File: src/hw/rtl/lcp_pkg.sv
// Package: widths, gate codes, activation tables and helpers of the LSTM pointwise core.
`timescale 1ns / 1ps

package lcp_pkg;

  // Number format and geometry
  localparam int FRAC_BITS   = 12;
  localparam int STREAMS     = 16;
  localparam int UNITS       = 64;
  localparam int DATA_W      = 16;
  localparam int SUM_W       = DATA_W + 1;
  localparam int SLOT_W      = 10;
  localparam int STORE_DEPTH = 1 << SLOT_W;
  localparam int CELL_SLOTS  = (STREAMS * UNITS < STORE_DEPTH) ? STREAMS * UNITS : STORE_DEPTH;
  localparam int HID_W       = 14;
  localparam int DATA_MAX    = (1 << (DATA_W - 1)) - 1;
  localparam int DATA_MIN    = -(1 << (DATA_W - 1));
  localparam int HID_MAX     = (1 << (HID_W - 1)) - 1;
  localparam int HID_MIN     = -(1 << (HID_W - 1));
  localparam int ONE_GATE    = 1 << FRAC_BITS;
  localparam int ROUND_HALF  = 1 << (FRAC_BITS - 1);

  // Activation tables
  localparam int ROM_SIZE   = 256;
  localparam int IDX_W      = 8;
  localparam int GATE_W     = FRAC_BITS + 2;
  localparam int IDX_U_W    = 20;
  localparam int IDX_SHIFT  = FRAC_BITS - 4;
  localparam int IDX_OFFSET = (8 << FRAC_BITS) + (1 << (FRAC_BITS - 5));

  // Datapath widths
  localparam int PF_W   = GATE_W + DATA_W;
  localparam int PIG_W  = 2 * GATE_W;
  localparam int ACC_W  = PF_W + 2;
  localparam int HP_W   = 2 * GATE_W;
  localparam int HACC_W = HP_W + 1;

  // Stages from input register to output register
  localparam int PIPE_DEPTH = 7;

  // Gate codes
  localparam int NUM_GATES = 4;
  localparam int GATE_I    = 0;
  localparam int GATE_F    = 1;
  localparam int GATE_O    = 2;
  localparam int GATE_G    = 3;

  typedef logic signed [GATE_W-1:0] gate_t;
  typedef logic [ROM_SIZE-1:0][GATE_W-1:0] rom_t;

  typedef struct packed {
    logic [NUM_GATES-1:0][IDX_W-1:0] idx;
    logic                            sat;
  } pre_t;

  typedef struct packed {
    logic              en;
    logic [SLOT_W-1:0] addr;
    logic [DATA_W-1:0] data;
  } mem_wr_t;

  localparam logic [63:0] ONE_Q31 = 64'd1 << 31;

  // Shift-subtract quotient, used only while building the tables.
  function automatic logic [63:0] udiv64(input logic [63:0] num, input logic [63:0] den);
    logic [63:0] quo;
    logic [63:0] rem;
    quo = '0;
    rem = '0;
    for (int i = 63; i >= 0; i--) begin
      rem = {rem[62:0], num[i]};
      if (rem >= den) begin
        rem    = rem - den;
        quo[i] = 1'b1;
      end
    end
    return quo;
  endfunction

  // round(num / den) at FRAC_BITS fraction bits
  function automatic logic [63:0] ratio_q(input logic [63:0] num, input logic [63:0] den);
    return udiv64((num << (FRAC_BITS + 1)) + den, den << 1);
  endfunction

  // Entry k stands for x = -8 + k/16; exp(-j/16) built by repeated rounded products.
  function automatic rom_t build_rom(input logic want_tanh);
    logic [63:0] e [ROM_SIZE+1];
    logic [63:0] term;
    logic [63:0] sum;
    logic [63:0] step;
    logic [63:0] t;
    logic [63:0] v;
    int          m;
    int          a;
    rom_t        rom;
    term = 64'd1 << 62;
    sum  = term;
    for (int n = 1; n <= 12; n++) begin
      term = udiv64(term, 64'(16 * n));
      if ((n & 1) != 0) sum = sum - term;
      else sum = sum + term;
    end
    step = (sum + (64'd1 << 30)) >> 31;
    e[0] = ONE_Q31;
    for (int j = 1; j <= ROM_SIZE; j++) begin
      e[j] = (e[j-1] * step + (64'd1 << 30)) >> 31;
    end
    for (int k = 0; k < ROM_SIZE; k++) begin
      m = k - ROM_SIZE / 2;
      a = (m < 0) ? -m : m;
      if (want_tanh) begin
        t = ratio_q(ONE_Q31 - e[2*a], ONE_Q31 + e[2*a]);
        v = (m < 0) ? -t : t;
      end else if (m >= 0) begin
        v = ratio_q(ONE_Q31, ONE_Q31 + e[a]);
      end else begin
        v = ratio_q(e[a], ONE_Q31 + e[a]);
      end
      rom[k] = GATE_W'(v);
    end
    return rom;
  endfunction

  localparam rom_t SIG_ROM  = build_rom(1'b0);
  localparam rom_t TANH_ROM = build_rom(1'b1);

  function automatic gate_t sig_lut(input logic [IDX_W-1:0] idx);
    return gate_t'(SIG_ROM[idx]);
  endfunction

  function automatic gate_t tanh_lut(input logic [IDX_W-1:0] idx);
    return gate_t'(TANH_ROM[idx]);
  endfunction

  // Table index: round(16*x) + 128, ties upward, clamped to the table.
  function automatic logic [IDX_W-1:0] rom_index(input logic signed [DATA_W-1:0] x);
    logic signed [IDX_U_W-1:0] u;
    logic        [IDX_U_W-1:0] sh;
    u  = IDX_U_W'(x) + IDX_U_W'(IDX_OFFSET);
    sh = IDX_U_W'(u >>> IDX_SHIFT);
    if (u < 0) return '0;
    else if (sh > IDX_U_W'(ROM_SIZE - 1)) return '1;
    else return sh[IDX_W-1:0];
  endfunction

endpackage

File: src/hw/rtl/lcp_gate_pre.sv
// Gate preactivations, plus the recurrent terms when keep_i is set, with saturation and activation table indexing.
`timescale 1ns / 1ps

module lcp_gate_pre (
  input  logic                                           keep_i,
  input  logic [lcp_pkg::NUM_GATES-1:0][lcp_pkg::DATA_W-1:0] pre_i,
  input  logic [lcp_pkg::NUM_GATES-1:0][lcp_pkg::DATA_W-1:0] rec_i,
  output lcp_pkg::pre_t                                  pre_o
);

  logic signed [lcp_pkg::SUM_W-1:0]  sum [lcp_pkg::NUM_GATES];
  logic signed [lcp_pkg::DATA_W-1:0] val [lcp_pkg::NUM_GATES];
  logic [lcp_pkg::NUM_GATES-1:0]     ovf;

  always_comb begin
    for (int q = 0; q < lcp_pkg::NUM_GATES; q++) begin
      sum[q] = lcp_pkg::SUM_W'($signed(pre_i[q])) + lcp_pkg::SUM_W'($signed(rec_i[q]));
      ovf[q] = 1'b0;
      if (!keep_i) begin
        val[q] = $signed(pre_i[q]);
      end else if (sum[q] > lcp_pkg::SUM_W'(lcp_pkg::DATA_MAX)) begin
        val[q] = lcp_pkg::DATA_W'(lcp_pkg::DATA_MAX);
        ovf[q] = 1'b1;
      end else if (sum[q] < lcp_pkg::SUM_W'(lcp_pkg::DATA_MIN)) begin
        val[q] = lcp_pkg::DATA_W'(lcp_pkg::DATA_MIN);
        ovf[q] = 1'b1;
      end else begin
        val[q] = lcp_pkg::DATA_W'(sum[q]);
      end
      pre_o.idx[q] = lcp_pkg::rom_index(val[q]);
    end
    pre_o.sat = |ovf;
  end

endmodule

File: config.mk
export PLATFORM = sky130hd
export DESIGN_NAME = lcp_gate_pre
export DESIGN_NICKNAME = d
export VERILOG_FILES = /design/src/hw/rtl/lcp_pkg.sv /design/src/hw/rtl/lcp_gate_pre.sv
export SDC_FILE = /design/constraint.sdc
export NUM_CORES = 1
export LEC_CHECK = 0
export BUFFER_PORTS_ARGS = -buffer_cell sky130_fd_sc_hd__buf_2
export CORE_ASPECT_RATIO = 1.2
export CORE_MARGIN = 2
export CORE_UTILIZATION = 49
export DETAILED_ROUTE_END_ITERATION = 10
export PLACE_DENSITY_LB_ADDON = 0.15
export SLEW_MARGIN = 15
export SYNTH_ARGS = -nofsm -noshare
export SYNTH_HDL_FRONTEND = slang
export SYNTH_SLANG_ARGS = --single-unit
File: constraint.sdc
create_clock -name vclk -period 5.1
set_input_delay 1.02 -clock vclk [all_inputs]
set_output_delay 1.02 -clock vclk [all_outputs]
set_load 0.02 [all_outputs]
==> flow_summary_export.csv <==
group,metric,value,unit
outcome,status,"finished with violations",
outcome,violations,"setup timing",
global_route,grt.total_usage,0.2979,
synthesis,syn_nets,899,
cells_and_area,layout.nets,1191,
global_route,grt_max_degree,49,
critical_path,crit_type,"input port to primary output",
critical_path,start_kind,"input port",
placement,place_congestion,0.9485,
power,seqPwrFrac,0,
drt,wire_per_inst,16.81,µm
critical_path,path_depth,12,
synthesis,netlist_instances,698,
cells_and_area,seqCellArea,0,µm²
timing,tightestPinTransition,0.6853,ns
drt,ant_nets,0,
timing,maxSlewHeadroom,0.5403,
synthesis,synth_cell_types,93,
critical_path,required,4.08,ns
die,rows,40,
cells_and_area,fillers,707,
critical_path,crit_buf_inv,2,
cells_and_area,antennaDiodeCount,0,
synthesis,synth_top_area_frac,0.1724,
die,die_h,113.9,µm
synthesis,ys_warn_count,0,
critical_path,crit_path_end_kind,"primary output",
placement,place_inst,1088,
synthesis,syn_area_per_cell,7.070,µm²
drt,drtIter0Drc,328,
cells_and_area,multi_input_area,0.005503,mm²
power,combPwrFrac,1.000,
placement,numPortBuffers,162,
synthesis,yosysMostFrequentCell,"ha_1",
power,internal_power,637.1,µW
timing,setup_violations,3,
drt,via_count,6853,
synthesis,synth_area,0.004935,mm²
critical_path,crit_arrival,4.14,ns
die,dieArea,0.01089,mm²
timing,rsz0062_at_grt,"true",
die,die_w,95.61,µm
power,swShare,0.5322,
critical_path,path_delay_family,"simple AND/OR/NAND/NOR gates",
cells_and_area,fin_cells,1114,
cells_and_area,clkbuf_count,0,
timing,hold_viol,0,
cells_and_area,stdcell_area,0.007833,mm²
die,pin_count,162,
drt,routed_wl,18730,µm
timing,maxSlewViolCount,0,
synthesis,synth.area.top_cells,"ha_1 17%, a21oi_1 6.5%, nand2_1 4.8%",
timing,period_share,1.012,
flow_run,cap_violations,0,
placement,post-dp-hpwl,14130,µm
critical_path,critPathMaxFanout,5,
global_route,grt_overflow,0,
critical_path,cpPeakStageDelay,0.58,ns
timing,setup_tns,-0.09999,ns
timing,fin_ws,-0.06148,ns
worst_hold_path,holdCritPathClass,"input port to primary output",
power,leakage,3.562,nW
cells_and_area,final_util,0.7904,
power,power_switching,724.8,µW
power,ir_worst_vdd,0.09657,mV
global_route,antenna_found_initial,0,
die,core_area,0.009910,mm²
cells_and_area,seq_cell_count,0,
cells_and_area,syn_to_final_growth,58.72,%
critical_path,cpMaxStageDelayCell,"or4_4",
synthesis,synth.cells.most_frequent,"68 x ha_1, 64 x a21oi_1, 63 x nand2_1, 48 x nor2_1, 47 x o21ai_0",
global_route,grt_pass1_vias,6299,
synthesis,ys_seq_area_frac,0,
clock_tree,cts_hold_buf,0,
placement,place_area,0.006709,mm²
drt,drc,0,
timing,fmax,193.7,MHz
power,power_density,173.9,mW/mm²
power,total_power,1.362,mW
critical_path,crit_chain,"buf_2 -> ha_4 -> a21o_1 -> a22o_1 -> and3_4 -> o41a_4 -> nor3_4 -> o221ai_2 -> or4_4 -> nor2_2 -> mux2i_1 -> buf_4",
cells_and_area,drive_gt1_frac,0.4605,
drt,dr.pass1.iters,5,
drt,via_per_inst,6.152,
die,start_util,0.4980,
timing,fin_crit,5.161,ns
global_route,grt_pass1_wl,27450,µm
power,clkPwrFrac,0,
worst_hold_path,holdPathStages,4,
synthesis,yosysTopAreaCell,"ha_1",
==> cell families after synthesis <==
group	share of synthesized area
AO/OA/AOI/OAI	0.4118
XOR/XNOR	0.06567
adder cells (fa/ha/maj)	0.1886
buffers and inverters	0.04893
multiplexers	0.02130
AND/OR/NAND/NOR	0.2637
==> worst min-delay path, cell delays in order <==
cell	delay, ns
buf_2	0.11
o22a_1	0.16
o21a_1	0.10
buf_2	0.15
==> final timing paths <==
check / from / endpoint / slack, ns
max: pre_i[1] / pre_o[5] / -0.06
min: pre_i[28] / pre_o[13] / 2.57
==> stage by stage <==
stage | hold slack, ns | setup slack, ns
global route | 2.595 | -0.1729
detailed placement | 2.562 | -0.2218
global placement | 2.559 | -0.1531
CTS | 2.567 | 0.002945
floorplan | 2.312 | 0.009502
finish | 2.569 | -0.06148
==> layer usage <==
layer,global-route usage,wire length (µm),vias up
met3,0.02708,1260,54
met5,0,0,-
met2,0.5576,9583,294
met1,0.3552,7223,3227
li1,-,-,3278
met4,0.08000,663,0
==> power groups by stage <==
stage               Sequential, mW  Clock (mW)  Combinational [mW]
finish                           0           0                1.36
global route                     0           0                1.46
CTS                              0           0                1.15
detailed placement               0           0                1.10
global placement                 0           0                1.07
floorplan                        0           0               0.690
==> cell usage in the layout, fill, tap and decap left out, types with 14 or more instances in the layout <==
cell	instances
nand2_1	55
ha_4	17
nor2_1	41
buf_4	149
inv_1	41
ha_1	43
a21o_1	14
o21ai_0	36
buf_2	137
xor2_1	14
o21ai_1	14
xnor2_1	21
a21oi_1	53
buf_6	18
==> timing repair <==
item / CTS / global route
pin swaps: 25 / 69
endpoints found under the setup margin: 29 / 32
cloned: 0 / 1
setup buffers: 10 / 15
gates resized for setup: 48 / 148
==> area by class of cell <==
cell class,count,area share
repair buffers,304,0.2562
inverters,44,0.02109
multi-input cells,640,0.7026
well taps,126,0.02013
Note: power is estimated with default switching activity, not from simulation.
